## src/design/btls_pkg.sv

```systemverilog
// Shared types and constants for the blinking traffic light sequencer.
`default_nettype none

package btls_pkg;

    localparam int TIMER_W = 16;
    localparam int CFG_IDX_W = 3;
    localparam int PHASE_W = 2;

    localparam logic [TIMER_W-1:0] TIMER_MAX = '1;

    // Register reset values
    localparam logic [TIMER_W-1:0] RED_DURATION_RST        = 16'd5000;
    localparam logic [TIMER_W-1:0] GREEN_DURATION_RST      = 16'd4000;
    localparam logic [TIMER_W-1:0] YELLOW_DURATION_RST     = 16'd2000;
    localparam logic [TIMER_W-1:0] RED_BLINK_PERIOD_RST    = 16'd500;
    localparam logic [TIMER_W-1:0] GREEN_BLINK_PERIOD_RST  = 16'd300;
    localparam logic [TIMER_W-1:0] YELLOW_BLINK_PERIOD_RST = 16'd200;

    // Register indexes
    localparam logic [CFG_IDX_W-1:0] REG_RED_DURATION        = 3'd0;
    localparam logic [CFG_IDX_W-1:0] REG_GREEN_DURATION      = 3'd1;
    localparam logic [CFG_IDX_W-1:0] REG_YELLOW_DURATION     = 3'd2;
    localparam logic [CFG_IDX_W-1:0] REG_RED_BLINK_PERIOD    = 3'd3;
    localparam logic [CFG_IDX_W-1:0] REG_GREEN_BLINK_PERIOD  = 3'd4;
    localparam logic [CFG_IDX_W-1:0] REG_YELLOW_BLINK_PERIOD = 3'd5;

    // Encoded phase as seen on the result port
    localparam logic [PHASE_W-1:0] PHASE_CODE_RED    = 2'd0;
    localparam logic [PHASE_W-1:0] PHASE_CODE_GREEN  = 2'd1;
    localparam logic [PHASE_W-1:0] PHASE_CODE_YELLOW = 2'd2;

    typedef enum logic [2:0] {
        PH_RED    = 3'b001,
        PH_GREEN  = 3'b010,
        PH_YELLOW = 3'b100
    } phase_t;

    function automatic logic [PHASE_W-1:0] phase_code(input phase_t ph);
        logic [PHASE_W-1:0] code;
        unique case (ph)
            PH_GREEN:  code = PHASE_CODE_GREEN;
            PH_YELLOW: code = PHASE_CODE_YELLOW;
            default:   code = PHASE_CODE_RED;
        endcase
        return code;
    endfunction

    function automatic logic [TIMER_W-1:0] sat_inc(input logic [TIMER_W-1:0] v);
        return (v == TIMER_MAX) ? v : v + 1'b1;
    endfunction

endpackage

`default_nettype wire

```

## src/design/blinking_traffic_light_sequencer_top.sv

```systemverilog
// Three-phase blinking traffic light sequencer, one tick word in, one lamp word out.
// An accepted tick word's result word is registered and shows on the m_ side the cycle after.
// Throughput: one word per cycle while m_ready drains the output; timers move on s_advance.
// s_ready stays high while the output register is empty or being drained.
// Reset (aresetn low, synchronous): red phase, timers at zero, lamp lit,
// registers back to their defaults and no result pending.
`default_nettype none

module blinking_traffic_light_sequencer_top (
    input  wire logic                            aclk,
    input  wire logic                            aresetn,
    input  wire logic                            cfg_we,
    input  wire logic [btls_pkg::CFG_IDX_W-1:0]  cfg_index,
    input  wire logic [btls_pkg::TIMER_W-1:0]    cfg_wdata,
    input  wire logic                            s_valid,
    output logic                                 s_ready,
    input  wire logic                            s_advance,
    output logic                                 m_valid,
    input  wire logic                            m_ready,
    output logic                                 m_red_lamp,
    output logic                                 m_yellow_lamp,
    output logic                                 m_green_lamp,
    output logic [btls_pkg::PHASE_W-1:0]         m_phase,
    output logic                                 m_phase_changed
);
    import btls_pkg::*;

    logic [TIMER_W-1:0] red_duration_reg, green_duration_reg, yellow_duration_reg;
    logic [TIMER_W-1:0] red_period_reg, green_period_reg, yellow_period_reg;

    phase_t             phase_reg, phase_next;
    logic [TIMER_W-1:0] phase_elapsed_reg, phase_elapsed_next;
    logic [TIMER_W-1:0] blink_elapsed_reg, blink_elapsed_next;
    logic               lamp_on_reg, lamp_on_next;
    logic               changed_next;

    logic               m_valid_reg;
    logic               red_lamp_reg, yellow_lamp_reg, green_lamp_reg;
    logic [PHASE_W-1:0] phase_out_reg;
    logic               changed_reg;

    logic               s_accept;
    logic [TIMER_W-1:0] cur_duration, cur_period;
    logic [TIMER_W-1:0] phase_inc, blink_inc;

    assign s_ready  = !m_valid_reg || m_ready;
    assign s_accept = s_valid && s_ready;

    // configuration registers
    always_ff @(posedge aclk) begin
        if (!aresetn) begin
            red_duration_reg    <= RED_DURATION_RST;
            green_duration_reg  <= GREEN_DURATION_RST;
            yellow_duration_reg <= YELLOW_DURATION_RST;
            red_period_reg      <= RED_BLINK_PERIOD_RST;
            green_period_reg    <= GREEN_BLINK_PERIOD_RST;
            yellow_period_reg   <= YELLOW_BLINK_PERIOD_RST;
        end else if (cfg_we) begin
            unique case (cfg_index)
                REG_RED_DURATION:        red_duration_reg    <= cfg_wdata;
                REG_GREEN_DURATION:      green_duration_reg  <= cfg_wdata;
                REG_YELLOW_DURATION:     yellow_duration_reg <= cfg_wdata;
                REG_RED_BLINK_PERIOD:    red_period_reg      <= cfg_wdata;
                REG_GREEN_BLINK_PERIOD:  green_period_reg    <= cfg_wdata;
                REG_YELLOW_BLINK_PERIOD: yellow_period_reg   <= cfg_wdata;
                default: ;
            endcase
        end
    end

    always_comb begin
        unique case (phase_reg)
            PH_GREEN: begin
                cur_duration = green_duration_reg;
                cur_period   = green_period_reg;
            end
            PH_YELLOW: begin
                cur_duration = yellow_duration_reg;
                cur_period   = yellow_period_reg;
            end
            default: begin
                cur_duration = red_duration_reg;
                cur_period   = red_period_reg;
            end
        endcase
    end

    assign phase_inc = sat_inc(phase_elapsed_reg);
    assign blink_inc = sat_inc(blink_elapsed_reg);

    always_comb begin
        phase_next         = phase_reg;
        phase_elapsed_next = phase_elapsed_reg;
        blink_elapsed_next = blink_elapsed_reg;
        lamp_on_next       = lamp_on_reg;
        changed_next       = 1'b0;
        if (s_advance) begin
            phase_elapsed_next = phase_inc;
            blink_elapsed_next = blink_inc;
            if (blink_inc >= cur_period) begin
                blink_elapsed_next = '0;
                lamp_on_next       = !lamp_on_reg;
            end
            // blink timer deliberately carries over the phase change
            if (phase_inc >= cur_duration) begin
                phase_elapsed_next = '0;
                lamp_on_next       = 1'b1;
                changed_next       = 1'b1;
                unique case (phase_reg)
                    PH_GREEN:  phase_next = PH_YELLOW;
                    PH_YELLOW: phase_next = PH_RED;
                    default:   phase_next = PH_GREEN;
                endcase
            end
        end
    end

    always_ff @(posedge aclk) begin
        if (!aresetn) begin
            phase_reg         <= PH_RED;
            phase_elapsed_reg <= '0;
            blink_elapsed_reg <= '0;
            lamp_on_reg       <= 1'b1;
        end else if (s_accept) begin
            phase_reg         <= phase_next;
            phase_elapsed_reg <= phase_elapsed_next;
            blink_elapsed_reg <= blink_elapsed_next;
            lamp_on_reg       <= lamp_on_next;
        end
    end

    // output word register
    always_ff @(posedge aclk) begin
        if (!aresetn) begin
            m_valid_reg <= 1'b0;
        end else if (s_accept) begin
            m_valid_reg <= 1'b1;
        end else if (m_ready) begin
            m_valid_reg <= 1'b0;
        end
    end

    always_ff @(posedge aclk) begin
        if (s_accept) begin
            red_lamp_reg    <= (phase_next == PH_RED)    && lamp_on_next;
            yellow_lamp_reg <= (phase_next == PH_YELLOW) && lamp_on_next;
            green_lamp_reg  <= (phase_next == PH_GREEN)  && lamp_on_next;
            phase_out_reg   <= phase_code(phase_next);
            changed_reg     <= changed_next;
        end
    end

    assign m_valid         = m_valid_reg;
    assign m_red_lamp      = red_lamp_reg;
    assign m_yellow_lamp   = yellow_lamp_reg;
    assign m_green_lamp    = green_lamp_reg;
    assign m_phase         = phase_out_reg;
    assign m_phase_changed = changed_reg;

    a_ready_when_empty: assert property (@(posedge aclk) disable iff (!aresetn)
        !m_valid_reg |-> s_ready)
        else $error("input stalled with an empty output register");

    a_phase_onehot: assert property (@(posedge aclk) disable iff (!aresetn)
        $onehot(phase_reg))
        else $error("phase register not one-hot");

    a_hold_no_change: assert property (@(posedge aclk) disable iff (!aresetn)
        s_accept && !s_advance |=> m_valid && !m_phase_changed)
        else $error("phase changed on a hold word");

    a_single_lamp: assert property (@(posedge aclk) disable iff (!aresetn)
        m_valid |-> $onehot0({m_red_lamp, m_yellow_lamp, m_green_lamp}))
        else $error("more than one lamp lit");

endmodule

`default_nettype wire
```

## config.mk

```make
export PLATFORM = sky130hd
export DESIGN_NAME = blinking_traffic_light_sequencer_top
export DESIGN_NICKNAME = d
export VERILOG_FILES = /design/src/design/btls_pkg.sv /design/src/design/blinking_traffic_light_sequencer_top.sv
export SDC_FILE = /design/constraint.sdc
export NUM_CORES = 1
export LEC_CHECK = 0
export ABC_AREA = 1
export BUFFER_PORTS_ARGS = -buffer_cell sky130_fd_sc_hd__buf_2
export CORE_MARGIN = 5
export CORE_UTILIZATION = 62
export DETAILED_ROUTE_END_ITERATION = 10
export PLACE_DENSITY = 0.87
export SLEW_MARGIN = 5
export SYNTH_ARGS = -nofsm -noshare
export SYNTH_HDL_FRONTEND = slang
export SYNTH_SLANG_ARGS = --single-unit
```

## constraint.sdc

```tcl
create_clock -name aclk -period 3.71 [get_ports aclk]
set_input_delay 0.5565 -clock aclk [delete_from_list [all_inputs] [get_ports aclk]]
set_output_delay 0.5565 -clock aclk [all_outputs]
set_load 0.01 [all_outputs]
```

---- After elaboration in Yosys (flattened, before gate mapping) ----
Index checks and enable logic that the tools add are counted.
storage, ports and cells
  flip-flop bits (word level) ............. 139
  input port bits ......................... 25
  output and inout port bits .............. 8
cells by class
  add/sub/neg operators ................... 2
  $lt $le $gt $ge ......................... 2
  equality and inequality tests ........... 12
  muxes and demuxes ....................... 16
  reductions and logical operators ........ 16
operators with widths
  cell                                                                   number
  16-bit two-way mux                                                     4
  16-bit case mux with 2 select lines                                    2
  16-bit by 1-bit adder with 16-bit output, second input constant        2
  16-bit equality test, second input constant                            2
  16-bit >= comparator                                                   2
  2-bit AND reduction                                                    7
  3-bit by 2-bit equality test with 1-bit output, second input constant  4
  3-bit equality test, second input constant                             4
  3-bit by 1-bit equality test with 1-bit output, second input constant  2
  1-bit two-way mux                                                      6
  3-bit two-way mux                                                      2
  3-bit case mux with 2 select lines                                     1
  1-bit logical AND                                                      4
  2-bit case mux with 2 select lines                                     1
  3-bit zero test                                                        1
  1-bit zero test                                                        2
  2-bit nonzero test                                                     1
  1-bit logical OR                                                       1

---- Logic depth before layout (Yosys ltp) ----
  depth after elaboration ................. 7
  mapped depth ............................ 22
  gate-level depth less buffers ........... 22

---- Worst setup path before layout ----
No wires, ideal clock.
  path type ............................... flip-flop to flip-flop
  from .................................... reg phase_elapsed_reg[0]
  to ...................................... reg green_lamp_reg, in the netlist m_green_lamp (data pin)
  data arrival time ....................... 2.497 ns
  required time ........................... 3.457 ns
  slack ................................... 0.960 ns
  cell stages (with the launch flop) ...... 18
  buffers on the path ..................... 1
  clock period less this slack ............ 2.750 ns
  cells stage by stage .................... dfxtp_1 ha_1 nand2_1 nor2_2 nand2_1 nor2_2 inv_2 buf_2 nand2_1 ha_1 a21oi_1 o21ai_0 a21oi_1 nand2_2 nand2_1 nand3_1 inv_1 nor2_1
between the ends
  longest elaborated chain between the ends .. 7
  elaborated cells on any way between the ends .. 10
  classes of those cells .................. add/sub: 1; order compare: 1; eq/ne: 2; mux: 5; reduce/logical: 1
RTL lines
  item                                                                              RTL line                                     text
  start: declaration                                                                blinking_traffic_light_sequencer_top.sv:32   logic [TIMER_W-1:0] phase_elapsed_reg, phase_elapsed_next;
  start signal: assignment                                                          blinking_traffic_light_sequencer_top.sv:126  phase_elapsed_reg <= phase_elapsed_next;
  16-bit by 1-bit adder with 16-bit output or 16-bit equality test (tied branches)  btls_pkg.sv:50                               return (v == TIMER_MAX) ? v : v + 1'b1;
  16-bit two-way mux *                                                              btls_pkg.sv:50
  16-bit >= comparator *                                                            blinking_traffic_light_sequencer_top.sv:105  if (phase_inc >= cur_duration) begin
  3-bit two-way mux                                                                 blinking_traffic_light_sequencer_top.sv:105
  3-bit two-way mux                                                                 blinking_traffic_light_sequencer_top.sv:97   if (s_advance) begin
  3-bit by 2-bit equality test with 1-bit output                                    blinking_traffic_light_sequencer_top.sv:147  green_lamp_reg <= (phase_next == PH_GREEN) && lamp_on_next;
  1-bit logical AND *                                                               blinking_traffic_light_sequencer_top.sv:147
  end signal: assignment                                                            blinking_traffic_light_sequencer_top.sv:147
  end: declaration                                                                  blinking_traffic_light_sequencer_top.sv:38   logic red_lamp_reg, yellow_lamp_reg, green_lamp_reg;
Every way passes the cells marked *; elsewhere a longest branch is shown, timed or not.
A chain may end at the register's enable or synchronous reset.

---- Worst setup path after layout ----
  from .................................... reg phase_reg[0]
  to ...................................... reg phase_out_reg[0], in the netlist m_phase[0] (data pin)
between the ends
  longest elaborated chain between the ends .. 7
  elaborated cells on any way between the ends .. 10
  classes of those cells .................. order compare: 1; eq/ne: 4; mux: 5
RTL lines
  item                                                                                   RTL line                                                                                 text
  start: declaration                                                                     blinking_traffic_light_sequencer_top.sv:31                                               phase_t phase_reg, phase_next;
  start signal: assignment                                                               blinking_traffic_light_sequencer_top.sv:125                                              phase_reg <= phase_next;
  3-bit equality test or 3-bit by 2-bit equality test with 1-bit output (tied branches)  blinking_traffic_light_sequencer_top.sv:72, blinking_traffic_light_sequencer_top.sv:109
  16-bit case mux with 2 select lines                                                    blinking_traffic_light_sequencer_top.sv:72                                               unique case (phase_reg)
  16-bit >= comparator                                                                   blinking_traffic_light_sequencer_top.sv:105
  3-bit two-way mux                                                                      blinking_traffic_light_sequencer_top.sv:105
  3-bit two-way mux *                                                                    blinking_traffic_light_sequencer_top.sv:97
  3-bit equality test or 3-bit by 2-bit equality test with 1-bit output (tied branches)  btls_pkg.sv:41                                                                           unique case (ph)
  2-bit case mux with 2 select lines *                                                   btls_pkg.sv:41
  end signal: assignment                                                                 blinking_traffic_light_sequencer_top.sv:148                                              phase_out_reg <= phase_code(phase_next);
  end: declaration                                                                       blinking_traffic_light_sequencer_top.sv:39                                               logic [PHASE_W-1:0] phase_out_reg;
Marked as above.

==> metrics <==
DP Area 7388 sq um; Initial Util 62.87%; grt total ovfl 0; WP data arrival 3400 ps; post-CTS setup buffers 0; CTS Root Buffer Type clkbuf_16; Total GRT Usage 25.49%; Cell variety after synth 39; WHS Path Cells 4; Levels on crit path 19; io pins 33; Hold Crit Class input port to flip-flop; Cell Int Power 2.799 mW; Combinational Power Share 6.9%; Top FF cell, synth dfxtp_1; Post-CTS Resized 0; fraction of layout instances using a drive strength above 1 11.60%; largest cells by area after synthesis dfxtp_1 (37%), nand2_1 (12%), nor2_1 (8.6%); core region area 11370 sq um; NumNets Final 1073; FP Rows 39; CTS Hold Bufs 0; Flop pwr share 43.3%; clock slew at reported path FFs 60 ps; crit share post-route 86.86%; clock power share 49.8%; vias per cell 5.779; DRC violations left 0; final setup fails 0; CP Max Fanout 23; worst-path cell chain nor3_4 > inv_1 > nand2_1 > inv_1 > a21oi_1 > ha_1 > nand2_1 > inv_1 > nand2_1 > nor2_1 > nor2_1 > nand2_1 > nand2_1 > nand2_2 > nand2_1 > nand2_1 > nand2_1 > nand3_1 > inv_1; clk sinks 139; LEAKAGE 3.680 nW; final hold vios 0; HPWL after DPL 11460 um; Cell Pwr Density 453.8 nW/um^2; clock buffer count from CTS 17; CP peak stage delay 530 ps; post-route setup TNS 0 ps; most frequent cells in the layout nand2_1 (233), nor2_1 (163), dfxtp_1 (133); IO Port Bufs 32; FILL cells 879; Routed WL 17670 um; antenna viol nets, final 0; vias in the first global route 6166; GPL Wtd Cong 0.8652; total net switching power 843.5 uW; worst reg2reg startpoint phase_reg[0]; drt wl/cell 15.12 um; H-tree depth 4; WHS Endpoint m_valid; f_max 310.3 MHz; CP Class flip-flop to flip-flop; Worst slew margin 44.66%; Period minus WS final 3222 ps; # diodes 0; clock latency on the worst-skew pair 430 ps; pre-CTS setup slack 520.2 ps; Worst Setup End Kind flip-flop; first-pass GRT wire length 29460 um; Synth Net Count 1056; Worst-Margin Slew 830.1 ps; Slew Viols, Final 0; synth warn 0; Avg Cell Area, Syn 7.170 sq um; Slowest-stage cell, CP inv_1; startpoint types flip-flop; die footprint 13780 sq um; FF-to-FF setup slack 490 ps; first-iteration detailed-routing DRC count 626; number of flops mapped to enable cells by yosys 6; asr flop ratio synth 0%; First-pass DRT Iterations 5; outcome completed; area leader, netlist dfxtp_1; design area 8028 sq um; Synth top area share 37.25%; reg2reg end m_phase[0]; Die X 117.4 um; Hold Slack 452.4 ps; commonest non-fill, non-tap cell in the layout nand2_1; Mapped Area 7148 sq um; Vias 6756; Clock Skews 6.249 ps; max_cap viols 0; Util after Layout 70.61%; antenna violations before repair 0; post-route setup slack 487.6 ps; Peak VDD IR 326.3 uV; Bufs on Longest Clock Path 2; synthesized flop and latch total 139; WP data required 3890 ps; RSZ-0062 raised after global routing no; hold path start m_ready; Buf/Inv on CP 4; Post-Synthesis Cells 997; largest net degree at the start of global routing 97; die span in y 117.4 um; CTS tree yes; R2R cell count 19; sequential area share after synthesis 39.77%; Crit path top cell by count nand2_1; Area Overhead vs Synth 12.31%; switch share 23.15%; family with the most delay on the worst path simple AND/OR/NAND/NOR gates
cells in the mapped netlist (2+ instances only):
master and n:
nand2_1 233, nor2_1 163, dfxtp_1 133, o21ai_0 74, a21oi_1 73, inv_1 67, nand3_1 51, clkbuf_1 35
ha_1 34, a22o_1 21, xor2_1 14, nand2_2 12, a21oi_2 9, a221oi_1 9, nand4_1 8, edfxtp_1 6
nand3_2 6, nor3_1 6, buf_2 5, nor3_2 5, nor2_2 4, o21ai_1 4, xnor2_1 4, inv_2 3
nand2_4 2, nor2_4 2, o21bai_1 2
through the flow:
step	std cells	power, mW
4_1_cts	1169	3.645
3_3_place_gp	1138	1.848
2_1_floorplan	997	1.770
5_1_grt	1169	3.762
3_5_place_dp	1138	1.855
6_report	1169	3.643
power groups by stage:
stage	sequential (mW)	clock (mW)	combinational, mW
finish	1.58	1.81	0.252
global route	1.58	1.90	0.283
CTS	1.58	1.82	0.249
detailed placement	1.61	0	0.247
global placement	1.61	0	0.241
floorplan	1.60	0	0.165
cells by family (layout without fill, tap and decap cells):
family | after synthesis | in the layout | synth area share, %
and+or+nand+nor | 496 | 496 | 29.76
adders and majority gates | 34 | 34 | 5.951
xor gates and xnor gates | 18 | 18 | 2.205
buffers and inverters | 113 | 142 | 6.179
AOI/OAI and AO/OA | 197 | 197 | 16.14
DFF | 139 | 139 | 39.77
per-layer routing:
layer  GRT usage (%)  wire [um]  up-vias
met3           6.256       1479       34
met2           38.76       8060      302
met1           34.78       7742     3096
li1                -          -     3324
met4           10.15        388        0
met5               0          0        -
cell type report:
type                       count  area, sq um  share of cell area [%]
clock inverter                 9        132.6                   1.652
sequential                   139         2843                   35.41
inverter                      70        262.8                   3.273
multi-input combinational    745         3876                   48.29
timing repair buffer          41        227.7                   2.837
tap                          143        178.9                   2.229
clock buffer                  22        506.7                   6.312
worst max-delay path by stage:
stage	startpoint	endpoint	slack (ps)
final	phase_reg[0]	m_phase[0]	490
after floorplan	phase_elapsed_reg[0]	m_green_lamp	960
after CTS	phase_reg[0]	m_phase[0]	510
after detailed placement	phase_reg[0]	m_phase[0]	520
after global routing	phase_reg[0]	m_yellow_lamp	180
after global placement	blink_elapsed_reg[0]	blink_elapsed_reg[6]	650
worst reg2reg max path, stage by stage (launching register included):
cell and delay [ps]:
dfxtp_1 490, nor3_4 90, inv_1 80, nand2_1 70, inv_1 530, a21oi_1 220
ha_1 340, nand2_1 60, inv_1 60, nand2_1 70, nor2_1 110, nor2_1 50
nand2_1 50, nand2_1 50, nand2_2 160, nand2_1 200, nand2_1 100, nand2_1 90
nand3_1 120, inv_1 50
Note: power is estimated with default switching activity, not from simulation.
